## src/x86_arith_flags_unit_assert.svh

```systemverilog
// Assertion macros for the x86 flag unit.
// Define NO_ASSERTIONS to compile every check away.
`ifndef X86_ARITH_FLAGS_UNIT_ASSERT_SVH
`define X86_ARITH_FLAGS_UNIT_ASSERT_SVH

`ifndef NO_ASSERTIONS

// Check on every clock edge outside reset.
`define X86AF_ASSERT(label, prop, msg) \
  label: assert property (@(posedge clk) disable iff (rst) (prop)) else $error(msg);

// Check on every clock edge, reset included.
`define X86AF_ASSERT_ALWAYS(label, prop, msg) \
  label: assert property (@(posedge clk) (prop)) else $error(msg);

`else

`define X86AF_ASSERT(label, prop, msg)
`define X86AF_ASSERT_ALWAYS(label, prop, msg)

`endif

`endif

```

## src/x86af_pkg.sv

```systemverilog
`default_nettype none

package x86af_pkg;

  // Operation kinds
  localparam logic [3:0] KIND_ADD      = 4'd0;
  localparam logic [3:0] KIND_SUB      = 4'd1;
  localparam logic [3:0] KIND_LOGIC    = 4'd2;
  localparam logic [3:0] KIND_INC      = 4'd3;
  localparam logic [3:0] KIND_DEC      = 4'd4;
  localparam logic [3:0] KIND_SHL      = 4'd5;
  localparam logic [3:0] KIND_SHR      = 4'd6;
  localparam logic [3:0] KIND_SAR      = 4'd7;
  localparam logic [3:0] KIND_EXPLICIT = 4'd8;

  // Operand size codes
  localparam logic [1:0] SIZE_BYTE  = 2'd0;
  localparam logic [1:0] SIZE_WORD  = 2'd1;
  localparam logic [1:0] SIZE_DWORD = 2'd2;

  // Status word bit positions
  localparam int FLAG_CF    = 0;
  localparam int FLAG_FIXED = 1;
  localparam int FLAG_PF    = 2;
  localparam int FLAG_AF    = 4;
  localparam int FLAG_ZF    = 6;
  localparam int FLAG_SF    = 7;
  localparam int FLAG_OF    = 11;

  localparam int FLAGS_W = 12;

  localparam logic [FLAGS_W-1:0] STATUS_MASK = 12'h8D5;

  // Result status codes
  localparam logic STATUS_OK       = 1'b0;
  localparam logic STATUS_REJECTED = 1'b1;

  typedef logic [FLAGS_W-1:0] flags_t;

endpackage

`default_nettype wire

```

## src/x86_arith_flags_unit.sv

```systemverilog
`default_nettype none

// x86 status flag unit. Each input word describes one finished ALU operation
// (kind, operands, result, operand size) and yields one output word holding
// the low twelve EFLAGS bits (CF, fixed one, PF, AF, ZF, SF, OF) plus a status
// bit. CF of each recorded operation is kept so that INC and DEC can pass it
// on; an explicit flags load sets it from bit 0 of operand_a. A shift by zero,
// an unknown kind or size code three (other than for an explicit load) is
// rejected: status is one, flags_word is zero and the held carry stays.
// Timing: an input register feeds one level of flag logic into the output
// register, so a word passes two register stages, and out_valid rises when
// the word moves from the input register into the output register. The unit
// takes a new word every cycle while the output side keeps up. The held
// carry is updated as a word moves from the input register to the output
// register, so consecutive INC/DEC words see the carry of the word right
// before them with no bubble.

`include "x86_arith_flags_unit_assert.svh"

module x86_arith_flags_unit
  import x86af_pkg::*;
(
  input  wire logic        clk,
  input  wire logic        rst,

  input  wire logic        in_valid,
  output logic             in_ready,
  input  wire logic [3:0]  kind,
  input  wire logic [31:0] operand_a,
  input  wire logic [31:0] operand_b,
  input  wire logic [31:0] result_value,
  input  wire logic [1:0]  width_code,

  output logic             out_valid,
  input  wire logic        out_ready,
  output flags_t           flags_word,
  output logic             status
);

  // Input register
  logic        stage_valid;
  logic [3:0]  stage_kind;
  logic [31:0] stage_a;
  logic [31:0] stage_b;
  logic [31:0] stage_r;
  logic [1:0]  stage_width;

  // Carry of the last recorded operation
  logic        held_carry;

  logic        out_free;
  logic        advance;

  // Flag logic
  logic [5:0]  bits;
  logic [4:0]  sign_idx;
  logic [31:0] mask;
  logic [31:0] top;
  logic [31:0] am;
  logic [31:0] bm;
  logic [31:0] rm;
  logic        sa;
  logic        sb;
  logic        sr;
  logic        is_shift;
  logic        count_big;
  logic [4:0]  shl_pos;
  logic [4:0]  shr_pos;
  logic        cf;
  logic        of;
  logic        af;
  logic        reject;
  flags_t      flags_next;
  logic        status_next;
  logic        held_carry_next;

  assign out_free = !out_valid || out_ready;
  assign advance  = stage_valid && out_free;
  assign in_ready = !stage_valid || out_free;

  // Accept into the input register whenever it empties or drains this cycle.
  always_ff @(posedge clk) begin
    if (rst) begin
      stage_valid <= 1'b0;
    end else if (in_ready) begin
      stage_valid <= in_valid;
    end
    if (in_valid && in_ready) begin
      stage_kind  <= kind;
      stage_a     <= operand_a;
      stage_b     <= operand_b;
      stage_r     <= result_value;
      stage_width <= width_code;
    end
  end

  always_comb begin
    case (stage_width)
      SIZE_BYTE: begin
        bits = 6'd8;
        mask = 32'h0000_00FF;
      end
      SIZE_WORD: begin
        bits = 6'd16;
        mask = 32'h0000_FFFF;
      end
      default: begin
        bits = 6'd32;
        mask = 32'hFFFF_FFFF;
      end
    endcase
    sign_idx = 5'(bits - 6'd1);
    top      = mask ^ (mask >> 1);

    am = stage_a & mask;
    bm = stage_b & mask;
    rm = stage_r & mask;
    sa = stage_a[sign_idx];
    sb = stage_b[sign_idx];
    sr = stage_r[sign_idx];

    is_shift  = (stage_kind == KIND_SHL) || (stage_kind == KIND_SHR) ||
                (stage_kind == KIND_SAR);
    count_big = stage_b > {26'd0, bits};
    // Only meaningful when the count is within the operand size.
    shl_pos   = 5'(bits - stage_b[5:0]);
    shr_pos   = 5'(stage_b[5:0] - 6'd1);

    cf = 1'b0;
    of = 1'b0;
    af = 1'b0;
    case (stage_kind)
      KIND_ADD: begin
        cf = rm < am;
        of = (sa == sb) && (sr != sa);
        af = stage_a[4] ^ stage_b[4] ^ stage_r[4];
      end
      KIND_SUB: begin
        cf = am < bm;
        of = (sa != sb) && (sr != sa);
        af = stage_a[4] ^ stage_b[4] ^ stage_r[4];
      end
      KIND_INC: begin
        cf = held_carry;
        of = rm == top;
        af = stage_a[4] ^ stage_b[4] ^ stage_r[4];
      end
      KIND_DEC: begin
        cf = held_carry;
        of = am == top;
        af = stage_a[4] ^ stage_b[4] ^ stage_r[4];
      end
      KIND_SHL: begin
        af = 1'b1;
        cf = count_big ? 1'b0 : stage_a[shl_pos];
        of = sr ^ cf;
      end
      KIND_SHR: begin
        af = 1'b1;
        cf = count_big ? 1'b0 : stage_a[shr_pos];
        of = (stage_b == 32'd1) ? sa : 1'b0;
      end
      KIND_SAR: begin
        af = 1'b1;
        cf = count_big ? sa : stage_a[shr_pos];
      end
      default: begin
        // logic ops and anything else leave CF, AF, OF clear
      end
    endcase

    reject = (stage_kind > KIND_EXPLICIT) ||
             ((stage_kind != KIND_EXPLICIT) && (stage_width == 2'd3)) ||
             (is_shift && (stage_b == 32'd0));

    flags_next = '0;
    flags_next[FLAG_FIXED] = 1'b1;
    if (stage_kind == KIND_EXPLICIT) begin
      flags_next      = (stage_a[FLAGS_W-1:0] & STATUS_MASK);
      flags_next[FLAG_FIXED] = 1'b1;
      status_next     = STATUS_OK;
      held_carry_next = stage_a[0];
    end else if (reject) begin
      flags_next      = '0;
      status_next     = STATUS_REJECTED;
      held_carry_next = held_carry;
    end else begin
      flags_next[FLAG_CF] = cf;
      flags_next[FLAG_PF] = ~^stage_r[7:0];
      flags_next[FLAG_AF] = af;
      flags_next[FLAG_ZF] = rm == 32'd0;
      flags_next[FLAG_SF] = sr;
      flags_next[FLAG_OF] = of;
      status_next         = STATUS_OK;
      held_carry_next     = cf;
    end
  end

  // Output register; hold while the consumer stalls.
  always_ff @(posedge clk) begin
    if (rst) begin
      out_valid  <= 1'b0;
      held_carry <= 1'b0;
    end else begin
      if (out_free) begin
        out_valid <= stage_valid;
      end
      if (advance) begin
        held_carry <= held_carry_next;
      end
    end
    if (advance) begin
      flags_word <= flags_next;
      status     <= status_next;
    end
  end

  `X86AF_ASSERT_ALWAYS(a_reset_empties, rst |=> (!stage_valid && !out_valid), "pipeline not empty after reset")
  `X86AF_ASSERT(a_carry_stable, !advance |=> $stable(held_carry), "held carry moved without a word")
  `X86AF_ASSERT(a_carry_matches, advance |=> (status || (held_carry == flags_word[FLAG_CF])), "held carry differs from delivered CF")
  `X86AF_ASSERT(a_fixed_bit, (out_valid && !status) |-> flags_word[FLAG_FIXED], "fixed flag bit clear on a recorded word")

endmodule

`default_nettype wire

```

## config.mk

```make
export PLATFORM = sky130hd
export DESIGN_NAME = x86_arith_flags_unit
export DESIGN_NICKNAME = d
export VERILOG_FILES = /design/src/x86af_pkg.sv /design/src/x86_arith_flags_unit.sv
export VERILOG_INCLUDE_DIRS = /design/src /design/src/src
export SDC_FILE = /design/constraint.sdc
export NUM_CORES = 1
export LEC_CHECK = 0
export BUFFER_PORTS_ARGS = -buffer_cell sky130_fd_sc_hd__buf_4
export CORE_AREA = 2 2 106 128
export DETAILED_ROUTE_END_ITERATION = 16
export DIE_AREA = 0 0 108 130
export PLACE_DENSITY = 0.86
export SETUP_SLACK_MARGIN = 0.5
export SYNTH_ARGS = -nofsm -noshare
export SYNTH_HDL_FRONTEND = slang
export SYNTH_SLANG_ARGS = --single-unit
```

## constraint.sdc

```tcl
create_clock -name clk -period 5.1 [get_ports clk]
set_input_delay 1.02 -clock clk [delete_from_list [all_inputs] [get_ports clk]]
set_output_delay 1.02 -clock clk [all_outputs]
set_load 0.05 [all_outputs]
```

# Word-level counts from Yosys, hierarchy flattened
# Index checks and enable logic that the tools add are counted.
# Widths: inputs -> output; s select.
[word_totals] reg_bits=118
[op_classes] n_reduce_logical=23 n_bitwise=7 magnitude_cmp=7 add_sub_neg=3 n_eq_ne=17 mux=29
[ops] operator="$and 32x32->32" count=3
[ops] operator="$eq 32x32->1" count=2
[ops] operator="$logic_not 32->1" count=2
[ops] operator="$lt 32x32->1" count=2
[ops] operator="$pmux 32 s2" count=1
[ops] operator="$eq 32x1->1 const B" count=1
[ops] operator="$gt 32x6->1" count=1
[ops] operator="$xor 32x31->32" count=1
[ops] operator="$bmux 1 s5" count=5
[ops] operator="$lt 5x6->1 const B" count=3
[ops] operator="$mux 1" count=17
[ops] operator="$eq 4x3->1 const B" count=4
[ops] operator="$mux 12" count=1
[ops] operator="$pmux 1 s6" count=2
[ops] operator="$pmux 6 s2" count=1
[ops] operator="$sub 5x1->5 const B" count=2
[ops] operator="$reduce_xnor 8->1" count=1
[ops] operator="$logic_and 1x1->1" count=6
[ops] operator="$logic_or 1x1->1" count=6
[ops] operator="$sub 5x5->5" count=1
[ops] operator="$eq 4x1->1 const B" count=1
[ops] operator="$eq 4x2->1 const B" count=1
[ops] operator="$eq 4x4->1 const B" count=1
[ops] operator="$gt 4x4->1 const B" count=1
[ops] operator="16 further kinds" count=20

# Depth between registers and ports, before layout
[logic_depth] ltp_word=10 depth_mapped=14

# Worst setup path before layout
# No wires, ideal clock.
[synth_path] path_kind="input -> register" start="input out_ready" end="register stage_a[0] (enable)" setup_ns=0.472 arrival_time_ns=3.889 path_stages=3 t_required_ns=4.628 path_buffers=0 setup_slack_ns=0.739 path_cell_list="nor2b_1 -> nand2_1 -> and2_1"
[synth_via] elab_chain_len=3
[synth_rtl] item="start: declaration" line_no="x86_arith_flags_unit.sv:35" source="input wire logic out_ready,"
[synth_rtl] item="$logic_or 1x1->1" line_no="x86_arith_flags_unit.sv:77" source="assign out_free = !out_valid || out_ready;"
[synth_rtl] item="$logic_or 1x1->1" line_no="x86_arith_flags_unit.sv:79" source="assign in_ready = !stage_valid || out_free;"
[synth_rtl] item="via in_ready" line_no="x86_arith_flags_unit.sv:27" source="output logic in_ready,"
[synth_rtl] item="$logic_and 1x1->1" line_no="x86_arith_flags_unit.sv:88" source="if (in_valid && in_ready) begin"
[synth_rtl] item="end signal: assignment" line_no="x86_arith_flags_unit.sv:90" source="stage_a <= operand_a;"
[synth_rtl] item="end: declaration" line_no="x86_arith_flags_unit.sv:43" source="logic [31:0] stage_a;"
# The timed path passes the listed nets, and every way through them passes these cells.
# A chain may end at the register's enable or synchronous reset.

# Worst setup path in the final report
[layout_path] start="register stage_width[1]" end="register held_carry"
[layout_via] elab_chain_len=9
[layout_rtl] item="start: declaration" line_no="x86_arith_flags_unit.sv:46" source="logic [1:0] stage_width;"
[layout_rtl] item="start signal: assignment" line_no="x86_arith_flags_unit.sv:93" source="stage_width <= width_code;"
[layout_rtl] item="$eq 2x1->1 or $logic_not 2->1 (tied branches)" line_no="x86_arith_flags_unit.sv:98" source="case (stage_width)"
[layout_rtl] item="$pmux 6 s2" line_no="x86_arith_flags_unit.sv:98"
[layout_rtl] item="$sub 5x1->5 or $sub 5x5->5 (tied branches)" line_no="x86_arith_flags_unit.sv:112, x86_arith_flags_unit.sv:126"
[layout_rtl] item="$bmux 1 s5 (on tied branches)" line_no="x86_arith_flags_unit.sv:118, x86_arith_flags_unit.sv:155"
[layout_rtl] item="$mux 1 (on tied branches)" line_no="x86_arith_flags_unit.sv:118, x86_arith_flags_unit.sv:155"
[layout_rtl] item="$mux 1 (on tied branches)" line_no="x86_arith_flags_unit.sv:165, x86_arith_flags_unit.sv:155"
[layout_rtl] item="$pmux 1 s6" line_no="x86_arith_flags_unit.sv:132" source="case (stage_kind)"
[layout_rtl] item="$mux 1" line_no="x86_arith_flags_unit.sv:183" source="end else if (reject) begin"
[layout_rtl] item="$mux 1" line_no="x86_arith_flags_unit.sv:178" source="if (stage_kind == KIND_EXPLICIT) begin"
[layout_rtl] item="end signal: assignment" line_no="x86_arith_flags_unit.sv:209" source="held_carry <= held_carry_next;"
[layout_rtl] item="end: declaration" line_no="x86_arith_flags_unit.sv:49" source="logic held_carry;"
# Several ways; a longest one is shown, not always the timed one. The select of a mux whose other input is x is not followed.

==> flow_summary_export.csv <==
group,metric,value,unit
sta,relSlewSlack,35.4,%
floorplan,die_y,130,µm
clock_tree,cts_tree,"built",
setup_path,arrival,4.05,ns
drt,drt.antenna.violating_nets,0,
drt,avgViaCountPerCell,6.08,
placement,io_buffers,115,
setup_path,r2r_end,"held_carry",
finish,layout_common_cells,"buf_4, edfxtp_1, nand2_1",
clock_tree,clkTransAtPathRegs,0.05,ns
clock_tree,clockBufferDepth,2,
setup_path,worstReg2RegStart,"stage_width[1]",
sta,tns,0,ns
yosys,synth_ff_type,"edfxtp_1",
pwr,power,2770,µW
yosys,ys_seq_elements,113,
hold_path,min_path_type,"flip-flop to flip-flop",
yosys,synthArstFlopShare,0,%
setup_path,cp.required,5.41,ns
drt,vias,5511,
floorplan,ios,121,
setup_path,worstSetupEndpointType,"flip-flop",
outcome,status,"finished clean",
placement,dpl.hpwl,13900,µm
setup_path,r2r_slack,1.37,ns
floorplan,coreArea,0.0129,mm²
yosys,synth_seq_area_share,48.6,%
finish,finalNonFillerCells,906,
floorplan,die_w,108,µm
global_route,antenna_found_initial,0,
yosys,netlist_area,0.00692,mm²
floorplan,initial_core_util,53.4,%
clock_tree,post_cts_buffers,0,
yosys,ys_types,62,
clock_tree,cts_made_buffers,17,
setup_path,startpoint_type,"flip-flop",
drt,wl_per_cell,20.3,µm
setup_path,worst_r2r_path_depth,11,
global_route,first_global_vias,5388,
finish,layout-drive-gt1-share,23.3,%
yosys,syn_inst,609,
drt,post-route-drc-count,0,
sta,post-route-period-util,73.2,%
floorplan,dieArea,0.0140,mm²
placement,place_inst,874,
sta,finClkSkew,0.00905,ns
finish,final_common_cell,"buf_4",
yosys,yosysWarnings,0,
setup_path,crit_fanout,54,
drt,wl,18300,µm
setup_path,critPathLaunch,"stage_width[1]",
finish,fin_nets,903,
setup_path,crit_end,"held_carry",
clock_tree,clock-sinks,113,
clock_tree,ctsResizeCount,0,
finish,num_antenna_cells,0,
drt,drt_iter0_drc,445,
pwr,p_leak,0.00368,µW
setup_path,critPathKind,"flip-flop to flip-flop",
global_route,grt_pass1_wl,27800,µm
drt,first_pass_iters,5,
sta,fin_crit,3.73,ns
clock_tree,clock_latency,0.41,ns
floorplan,placementRows,46,
yosys,synth.avg_cell_area,11.4,µm²
sta,hold_ws,0.518,ns
sta,report.final.setup_viol,0,
pwr,ir_worst_vdd,213,µV
yosys,synth_edf_count,110,
sta,max_freq,0.268,GHz
global_route,grt.total_usage,26.5,%
sta,slew_violations,0,
clock_tree,cts_hold_buf,0,
sta,rsz0062_at_grt,"false",
job,maxCapViolations,0,
clock_tree,h-tree-depth,4,
global_route,grt_overflow_total,0,
global_route,grt_max_degree,76,
sta,hold_viol_final,0,
pwr,power.density,325,mW/mm²
clock_tree,cts-root-buf,"clkbuf_16",
placement,gp_congestion,1.03,
finish,syn_to_final_growth,23.1,%
sta,worst_pin_slew,0.970,ns
critical path: stages, from the launching register on:
cell and delay [ns]:
edfxtp_1 0.31, buf_4 0.40, or2_2 0.47, inv_1 0.19
ha_1 0.38, and4b_1 0.24, a2111oi_0 0.58, a22oi_1 0.19
a31oi_1 0.31, o211a_1 0.23, a31oi_2 0.05, a311oi_1 0.28
worst min-delay path by stage:
stage                            from          to  slack (ns)  depth (start not counted)
after floorplan            held_carry  held_carry        0.47                          2
after global placement     held_carry  held_carry        0.50                          2
after detailed placement   held_carry  held_carry        0.51                          2
after CTS                  held_carry  held_carry        0.52                          2
after global routing      stage_valid   out_valid        0.56                          2
final                      held_carry  held_carry        0.52                          2
sequential cells by signal, indices dropped and copies added (netlist names):
name	cells
flags_word	7
held_carry	1
out_valid	1
stage_a	32
stage_b	32
stage_kind	4
stage_r	32
stage_valid	1
stage_width	2
status	1
power breakdown:
| part | internal, µW | switching [µW] |
|---|---|---|
| clock | 772 | 438 |
| combinational | 195 | 220 |
| sequential | 1080 | 58.9 |
| total | 2050 | 717 |
metal layers:
layer | vias up | global-route usage (%) | part of all wire [%]
li1 | 2528 | - | -
met1 | 2620 | 30.7 | 38
met2 | 302 | 47.1 | 51
met3 | 61 | 4.50 | 5.9
met4 | 0 | 13.8 | 4.9
met5 | - | 0 | 0
cells in the mapped netlist (7+ instances only):
| cell | n | area (µm²) |
|---|---|---|
| nand2b_1 | 7 | 43.8 |
| a21oi_1 | 31 | 155 |
| ha_1 | 72 | 901 |
| nor2_1 | 21 | 78.8 |
| nand4_1 | 13 | 81.3 |
| nor3_1 | 14 | 70.1 |
| and2_1 | 26 | 163 |
| o21ai_0 | 13 | 65.1 |
| edfxtp_1 | 110 | 3300 |
| nand2_1 | 74 | 278 |
| clkbuf_1 | 18 | 67.6 |
| nand3_1 | 9 | 45.0 |
| nor2b_1 | 8 | 50.1 |
| a21o_1 | 8 | 60.1 |
| nor4_1 | 19 | 119 |
| mux4_2 | 13 | 293 |
| inv_1 | 52 | 195 |
layout make-up:
cell class | instances | area (µm²)
clock buffer | 17 | 425
clock inverter | 15 | 183
fill | 942 | 4430
inverter | 52 | 195
multi-input combinational | 422 | 3250
sequential | 113 | 3360
tap | 168 | 210
timing repair buffer | 119 | 893
metrics by stage:
step / setup slack (ns) / area, µm² / utilization (%)
2_1_floorplan: 0.739 / 6930 / -
3_3_place_gp: 1.63 / 7910 / 61.1
3_5_place_dp: 1.45 / 7910 / 61.1
4_1_cts: 1.43 / 8520 / 65.8
5_1_grt: 1.13 / 8520 / 65.8
6_report: 1.37 / 8520 / 65.8
logic make-up (layout without fill, tap and decap cells):
group | Yosys count | after routing | synth area share [%]
AO/OA/AOI/OAI | 100 | 100 | 9.77
other | 1 | 5 | 0.0542
multiplexers | 22 | 22 | 6.28
flip-flops | 113 | 113 | 48.6
adder cells (fa/ha/maj) | 72 | 72 | 13.0
buffers and inverters | 78 | 203 | 4.69
AND/OR/NAND/NOR | 212 | 212 | 16.0
XOR/XNOR | 11 | 11 | 1.50
(Power assumes the default switching activity.)
